File: src/rtl/core/document_range_locator_top_assert.svh
// ---------------------------------------------------------------------------
// document range locator assertion macros
// shorthand for clocked checks with reset gating
// ---------------------------------------------------------------------------
`ifndef DOCUMENT_RANGE_LOCATOR_TOP_ASSERT_SVH
`define DOCUMENT_RANGE_LOCATOR_TOP_ASSERT_SVH

// same-cycle implication
`define DRL_ASSERT_NOW(lbl, cond, cons, msg) \
	lbl: assert property (@(posedge clk) disable iff (!arst_n) (cond) |-> (cons)) \
		else $error(msg);

// next-cycle implication
`define DRL_ASSERT_NEXT(lbl, cond, cons, msg) \
	lbl: assert property (@(posedge clk) disable iff (!arst_n) (cond) |=> (cons)) \
		else $error(msg);

`endif

File: src/rtl/core/drl_ram.sv
// ---------------------------------------------------------------------------
// drl_ram
// single-port synchronous ram with registered read
// ---------------------------------------------------------------------------
module drl_ram #(
	parameter int unsigned WIDTH = 8,
	parameter int unsigned DEPTH = 16
) (
	input  logic                     clk,
	input  logic                     en,
	input  logic                     we,
	input  logic [$clog2(DEPTH)-1:0] addr,
	input  logic [WIDTH-1:0]         wdata,
	output logic [WIDTH-1:0]         rdata
);

	logic [WIDTH-1:0] mem [DEPTH];

	always_ff @(posedge clk) begin
		if (en) begin
			if (we) begin
				mem[addr] <= wdata;
			end else begin
				rdata <= mem[addr];
			end
		end
	end

endmodule

File: config.mk
export PLATFORM = sky130hd
export DESIGN_NAME = drl_ram
export DESIGN_NICKNAME = d
export VERILOG_FILES = /design/src/rtl/core/document_range_locator_top_assert.svh /design/src/rtl/core/drl_ram.sv
export SDC_FILE = /design/constraint.sdc
export NUM_CORES = 1
export LEC_CHECK = 0
export BUFFER_PORTS_ARGS = -buffer_cell sky130_fd_sc_hd__buf_2
export CAP_MARGIN = 20
export CORE_AREA = 2 2 99 101
export CTS_BUF_LIST = sky130_fd_sc_hd__clkbuf_4
export CTS_CLUSTER_DIAMETER = 40
export CTS_CLUSTER_SIZE = 40
export DETAILED_ROUTE_END_ITERATION = 16
export DIE_AREA = 0 0 101 103
export PLACE_DENSITY = 0.8
export SETUP_SLACK_MARGIN = 0.05
export SYNTH_ARGS = -nofsm -noshare
export SYNTH_HDL_FRONTEND = slang
export SYNTH_SLANG_ARGS = --single-unit
File: constraint.sdc
create_clock -name clk -period 1.8 [get_ports clk]
set_input_delay 0.18 -clock clk [delete_from_list [all_inputs] [get_ports clk]]
set_output_delay 0.18 -clock clk [all_outputs]
set_load 0.01 [all_outputs]
==> results.md, run 1 <==
* Vias in the first global route at between 2000 and 3000
* YS warnings at 0
* Die ar. at ~10000 µm²
* # setup viols final at 0
* Antenna fix cells at 0
* CTS tree: built
* Synth top cells by count: 136 x edfxtp_1, 16 x a22oi_1, 16 x mux4_1, 16 x mux4_2, 13 x nor2_1
* Final Cycle Share at 0.869
* Total track usage at 0.203
* Max_cap viols at 0
* CTS clk-pin slew, worst paths at between 0.1 and 0.15 ns
* Met2 usage at 0.321
* Yosys cell types at 18
* DR pass1 iterations at 5
* Worst Path Buf+Inv at 0
* Cell Pwr Density at between 900 and 1000 nW/µm²
* Vias at roughly 2500
* RSZ-0062 raised after global routing: no
* CP arrival at about 1.8 ns
* Hold Crit Class: input pin to flop
* DR WL/cell at 22.9 µm
* # H-tree levels at 4
* Worst Skew at between 0.01 and 0.015 ns
* Critical Path RT at roughly 2.1 ns
* Setup TNS Final at 0 ns
* Crit path cell chain: mux4_1 -> a22oi_1 -> nand2_1
* GR Layer Usage met1 at 0.272
* Final Critical Period at between 1.5 and 2 ns
* Top post-synthesis cells by area: edfxtp_1 78%, mux4_1 8.0%, mux4_2 6.9%
* Syn_nets at 249
* Setup bufs post-CTS at 0
* # DRC at 0
* Post-CTS Resized at 0
* Port Buf Inserts at 22
* First-pass GRT wire length at about 14 mm
* DR vias/cell at about 6
* Share of cells above drive strength 1 at 0.343
* Crit. End Element: flop
* Clock latency on the worst-skew pair at roughly 0.52 ns
* Io pins at 23
* Routed Antenna Nets at 0
* Peak supply drop at between 0.3 and 0.4 mV
* Slowest-stage cell, CP: mux4_1
* Busiest grt layer: met2
* Worst Path Max Fanout at 1
* Startpoint Class: flop
* Met3 Usage GRT at 0.0569
* Post-CTS Hold Fix Bufs at 0
* Remaining Overflow, GRT at 0
* CTS Sinks at approximately 140
* Final worst slack at approximately 0.24 ns
* CTS Buffer Depth at 2
* Register area share after synthesis at 0.780
* Mapped Cells at roughly 230
* #FFs+latches synth at 136
* Worst path max stage delay at 0.55 ns
* Cts bufs inserted at 17
* Starting Density at 0.554
* Largest net degree at the start of global routing at 21
* Average cell area after synthesis at ~22 µm²
* Max-slew violation count at 0
* Initial antenna violation count at 0
* Layout net count at just over 300
* Placed insts at between 300 and 400
* Run status: complete, no violations
* Crit path kind: flop to flop
* Placed wire-length estimate at roughly 6.5 mm
* Area grow syn2layout at 13.7%
* Synth top area share at 0.780
* GP Congestion at ~0.84
* Setup Slack @ Placement at -0.00830 ns
* Max_slew headroom at 0.601
* Core Region at 9460 µm²
* Post-route insts no fill at 420
* Post-synth top area cell: edfxtp_1
* Number of synthesized flops with an enable pin at about 140
* Root buf cell: clkbuf_4
* FFs w/ async S/R, synth at 0
* Worst-Margin Slew at around 0.60 ns
* LEAKAGE at ~2.0 nW
* Die X at roughly 100 µm
* Hold Vio Cnt, Final at 0
* Fillers at 642
* Final WL at around 9.6 mm
* Achievable Freq at about 640 MHz
* Worst path top cell family by delay: multiplexers
* DIE HEIGHT at between 100 and 150 µm
* Ys flop type: edfxtp_1
* Initial DRC Count at 177
* Row Count at 36
* Cell with the most instances after synthesis: edfxtp_1
* Cell Area, Synth at roughly 5200 µm²
-- placed cells by master (no fill, tap or decap) --
master / n
nor3_2: 4
mux4_1: 16
or3_1: 1
clkinvlp_4: 3
clkbuf_4: 20
a22oi_1: 16
edfxtp_1: 136
nor2b_1: 3
nand2b_1: 2
nand4b_1: 2
mux4_2: 16
clkinv_4: 3
nand4_1: 1
and2_1: 1
nand2_1: 10
clkinv_2: 4
buf_2: 22
bufinv_16: 2
buf_12: 1
buf_4: 30
nor2_1: 13
-- worst register-to-register path, cell delays in order (launching register included) --
cell and delay (ns):
edfxtp_1 0.37, mux4_1 0.55, a22oi_1 0.28, nand2_1 0.12
-- kinds of logic after synthesis --
kind of cell | count (synthesis) | share of synthesized area
AND/OR/NAND/NOR | 37 | 0.0332
flip-flops | 136 | 0.780
buffers and inverters | 13 | 0.0150
AO/OA/AOI/OAI | 16 | 0.0229
multiplexers | 32 | 0.149
-- state kept, by name, summed over array words and instances, names as in the netlist --
register / cells
mem: 128
rdata: 8
-- metrics by stage --
step / util / cell area (µm²) / total power [W] / hold WS [ns]
after CTS: 0.630 / 5960 / 0.00576 / 0.00232
after detailed placement: 0.600 / 5680 / 0.00392 / 0.579
after global routing: 0.630 / 5960 / 0.00592 / 0.00200
after floorplan: - / 5260 / 0.00378 / 0.279
final: 0.630 / 5960 / 0.00572 / 0.0448
after global placement: 0.600 / 5680 / 0.00390 / 0.568
-- where the power goes --
part           switching [W]  internal [W]  total (W)
sequential         0.0000106       0.00353    0.00354
clock                0.00101      0.000865    0.00188
combinational       0.000174      0.000131   0.000305
total                0.00120       0.00452    0.00572
-- final cells by class --
class	count	area (µm²)	area share
flip-flops and latches	136	4080	0.686
multi-input cells	85	1090	0.184
repair buffers	53	355	0.0597
clock buffers	20	150	0.0252
well taps	114	143	0.0239
clock inverters	12	129	0.0216
-- routing by layer --
metal | wire [µm] | share of wire
met1 | 4030 | 0.42
met2 | 4840 | 0.50
met3 | 537 | 0.056
met4 | 202 | 0.021
met5 | 0 | 0
-- path summary, 6_finish.rpt --
kind                to       from  depth (start not counted)  slack [ns]
max           rdata[7]  mem[1][7]                          3        0.24
min          mem[0][6]   wdata[6]                          1        0.04
min reg2reg   rdata[5]  mem[6][5]                          3        0.77
max reg2reg   rdata[7]  mem[1][7]                          3        0.24
Note: power is estimated with default switching activity, not from simulation.
==> run 2: changes to the inputs <==
--- a/config.mk
+++ b/config.mk
@@ -5,14 +5,15 @@
 export SDC_FILE = /design/constraint.sdc
 export NUM_CORES = 1
 export LEC_CHECK = 0
+export ABC_AREA = 1
 export BUFFER_PORTS_ARGS = -buffer_cell sky130_fd_sc_hd__buf_2
 export CAP_MARGIN = 20
-export CORE_AREA = 2 2 99 101
+export CORE_AREA = 2 2 103 105
 export CTS_BUF_LIST = sky130_fd_sc_hd__clkbuf_4
 export CTS_CLUSTER_DIAMETER = 40
 export CTS_CLUSTER_SIZE = 40
 export DETAILED_ROUTE_END_ITERATION = 16
-export DIE_AREA = 0 0 101 103
+export DIE_AREA = 0 0 105 107
 export PLACE_DENSITY = 0.8
 export SETUP_SLACK_MARGIN = 0.05
 export SYNTH_ARGS = -nofsm -noshare
==> run 2 against run 1 <==
  * Via count is 57% higher
  * Combinational power increased by 33%
  * Global-route usage rose by 2.4 points
  * Count of clock-buffer cells in the layout decreased by 2
  * Critical path depth decreased by 2
  * Clock power hardly changed
  * Largest power group unchanged
  * Highest routed layer unchanged
==> results.md, run 2 <==
* Run status: complete, no violations
* Setup TNS Final at 0 ns (unchanged)
* Peak supply drop at 0.424 mV (+8.6%)
* Ys flop type: edfxtp_1
* CTS clk-pin slew, worst paths at 0.12 ns (about the same)
* Largest registers: mem (128), rdata (8)
* Worst Path Buf+Inv at 1 (+1)
* Commonest cells after routing, fill and taps aside: 347 x nand2_1, 136 x edfxtp_1, 26 x buf_4
* Post-synth top area cell: edfxtp_1
* Cell Pwr Density at 918 nW/µm² (-4.5%)
* Io pins at 23 (unchanged)
* Commonest non-fill, non-tap cell in the layout: nand2_1
* Sequential power share at 0.607 (-0.011)
* Logic pwr share at 0.070 (+0.017)
* DR WL/cell at 15.9 µm (-30%)
* Max-slew violation count at 0 (unchanged)
* Worst path top cell family by delay: flip-flops
* Max_slew headroom at 0.721 (+0.120)
* Post-route insts no fill at 748 (+78%)
* # H-tree levels at 4 (unchanged)
* Switch share at 0.234 (+0.0244)
* Cell with the most instances after synthesis: nand2_1
* # DRC at 0 (unchanged)
* Final WL at 11.9 mm (+24%)
* FFs w/ async S/R, synth at 0 (unchanged)
* Crit path cell chain: buf_2
* Crit. End Element: output port
* LEAKAGE at 2.75 nW (+36%)
* RSZ-0062 raised after global routing: no
* CP Depth at 1 (-2)
* DR pass1 iterations at 5 (unchanged)
* RR Endpoint: rdata[4]
* Achievable Freq at 812 MHz (+27%)
* Starting Density at 0.564 (+0.0103)
* Area grow syn2layout at 11.6%
* Final Cycle Share at 0.684 (-0.184)
* Synth top area share at 0.718 (-0.0622)
* R2R Setup Slk at 0.63 ns (+0.39 ns)
* Port Buf Inserts at 22 (unchanged)
* Layout net count at 615 (+100%)
* Clock Power Share at 0.324 (-0.004)
* Crit path to: rdata[2]
* Remaining Overflow, GRT at 0 (unchanged)
* Setup Slack @ Placement at 0.293 ns (+0.301 ns)
* Max reg flops at 128 (unchanged)
* Vias in the first global route at 3770 (+51%)
* DR vias/cell at 5.23 (-12%)
* Post-CTS Hold Fix Bufs at 0 (unchanged)
* Hold_ws at 0.0827 ns (+0.0379 ns)
* CTS Sinks at 136 (unchanged)
* Internal at 0.00447 W (-1.3%)
* Cts bufs inserted at 17 (unchanged)
* Final worst slack at 0.568 ns (+0.332 ns)
* Initial DRC Count at 420 (+140%)
* Top post-synthesis cells by area: edfxtp_1 72%, nand2_1 23%, inv_1 1.4%
* Worst Skew at 0.0149 ns (+0.00176 ns)
* Clock latency on the worst-skew pair at 0.52 ns (about the same)
* Largest net degree at the start of global routing at 35 (+67%)
* Startpoint Class: flop
* Worst Path Max Fanout at 1 (unchanged)
* Slowest-stage cell, CP: edfxtp_1
* Crit path kind: flop to output port
* Total track usage at 0.227 (+0.0241)
* Antenna fix cells at 0 (unchanged)
* Setup bufs post-CTS at 0 (unchanged)
* Placed wire-length estimate at 7.75 mm (+20%)
* Reg2Reg Depth at 8 (+5)
* # setup viols final at 0 (unchanged)
* Mapped Cells at 552 (+140%)
* CTS tree: built
* Critical Path RT at 1.62 ns (-0.44 ns)
* Synth top cells by count: 347 x nand2_1, 136 x edfxtp_1, 21 x inv_1
* Register area share after synthesis at 0.718 (-0.0622)
* Post-CTS Resized at 0 (unchanged)
* Reg-to-Reg Start: mem[15][4]
* Die ar. at 11200 µm² (+8.0%)
* Row Count at 37 (+2.8%)
* Core Region at 10100 µm² (+6.7%)
* Cell Area, Synth at 5690 µm² (+8.7%)
* Number of synthesized flops with an enable pin at 136 (unchanged)
* NetSw at 0.00136 W (+14%)
* Average cell area after synthesis at 10.3 µm² (-54%)
* CTS Buffer Depth at 2 (unchanged)
* Final Critical Period at 1.23 ns (-0.332 ns)
* First-pass GRT wire length at 19.1 mm (+32%)
* Hold Vio Cnt, Final at 0 (unchanged)
* Hold Path Depth at 1 (unchanged)
* Initial antenna violation count at 0 (unchanged)
* YS warnings at 0 (unchanged)
* Placed insts at 717 (+85%)
* Routed Antenna Nets at 0 (unchanged)
* Yosys cell types at 9 (-9)
* CP arrival at 1.05 ns (-0.77 ns)
* Syn_nets at 567 (+130%)
* Root buf cell: clkbuf_4
* Die X at 105 µm (+4.0%)
* Largest register by flop count: mem
* Worst path max stage delay at 0.40 ns (-0.15 ns)
* Max_cap viols at 0 (unchanged)
* Setup crit start: rdata[2]
* Share of cells above drive strength 1 at 0.134 (-0.209)
* Worst-Margin Slew at 0.419 ns (-0.178 ns)
* Hold Crit Class: input pin to flop
* #FFs+latches synth at 136 (unchanged)
* GP Congestion at 0.852 (+1.4%)
* Vias at 3911 (+57%)
* DIE HEIGHT at 107 µm (+3.9%)
-- run 2: cell count changes in the layout (fill, tap and decap cells not counted), moves of 4 or more --
cell     delta
mux4_2     -16
nand2_1   +337
inv_2       +4
nor3_2      -4
nor2_1      +6
inv_1      +21
buf_4       -4
nand3_1     +4
a22oi_1    -16
mux4_1     -16
-- run 2: how the worst min path moves through the flow --
stage,from,end,slack (ns)
finish,wdata[0],mem[1][0],0.08
CTS,wdata[0],mem[1][0],0.08
detailed placement,rdata[0],rdata[0],0.59
global route,wdata[0],mem[0][0],0.03
global placement,rdata[5],rdata[5],0.59
floorplan,wdata[0],mem[0][0],0.28
-- run 2: metal layers --
metal	GRT usage	share of wire	vias up
li1	-	-	1861
met5	0	0	-
met3	0.0529	0.079	30
met2	0.363	0.47	178
met4	0.0724	0.020	0
met1	0.313	0.43	1842
-- run 2: cell type report --
type	instances	area (µm²)
clock inverter	13	130
multi-input combinational	370	1390
fill	809	3740
inverter	25	93.8
timing repair buffer	50	345
clock buffer	18	135
tap	136	170
sequential	136	4080
-- run 2: power by group through the flow --
stage,sequential [W],clock [W],combinational [W]
after detailed placement,0.00361,0,0.000402
final,0.00354,0.00189,0.000406
after global placement,0.00361,0,0.000391
after floorplan,0.00361,0,0.000234
after global routing,0.00354,0.00205,0.000456
after CTS,0.00354,0.00190,0.000405
-- run 2: metrics by stage --
step | util | area [µm²] | total power, W
after floorplan | - | 5690 | 0.00385
after global placement | 0.603 | 6090 | 0.00400
after detailed placement | 0.603 | 6090 | 0.00401
after CTS | 0.629 | 6350 | 0.00585
after global routing | 0.629 | 6350 | 0.00605
final | 0.629 | 6350 | 0.00583
-- run 2: cells by family after synthesis --
group | share of synthesized area
buf+inv | 0.0376
simple gates | 0.245
flops | 0.718
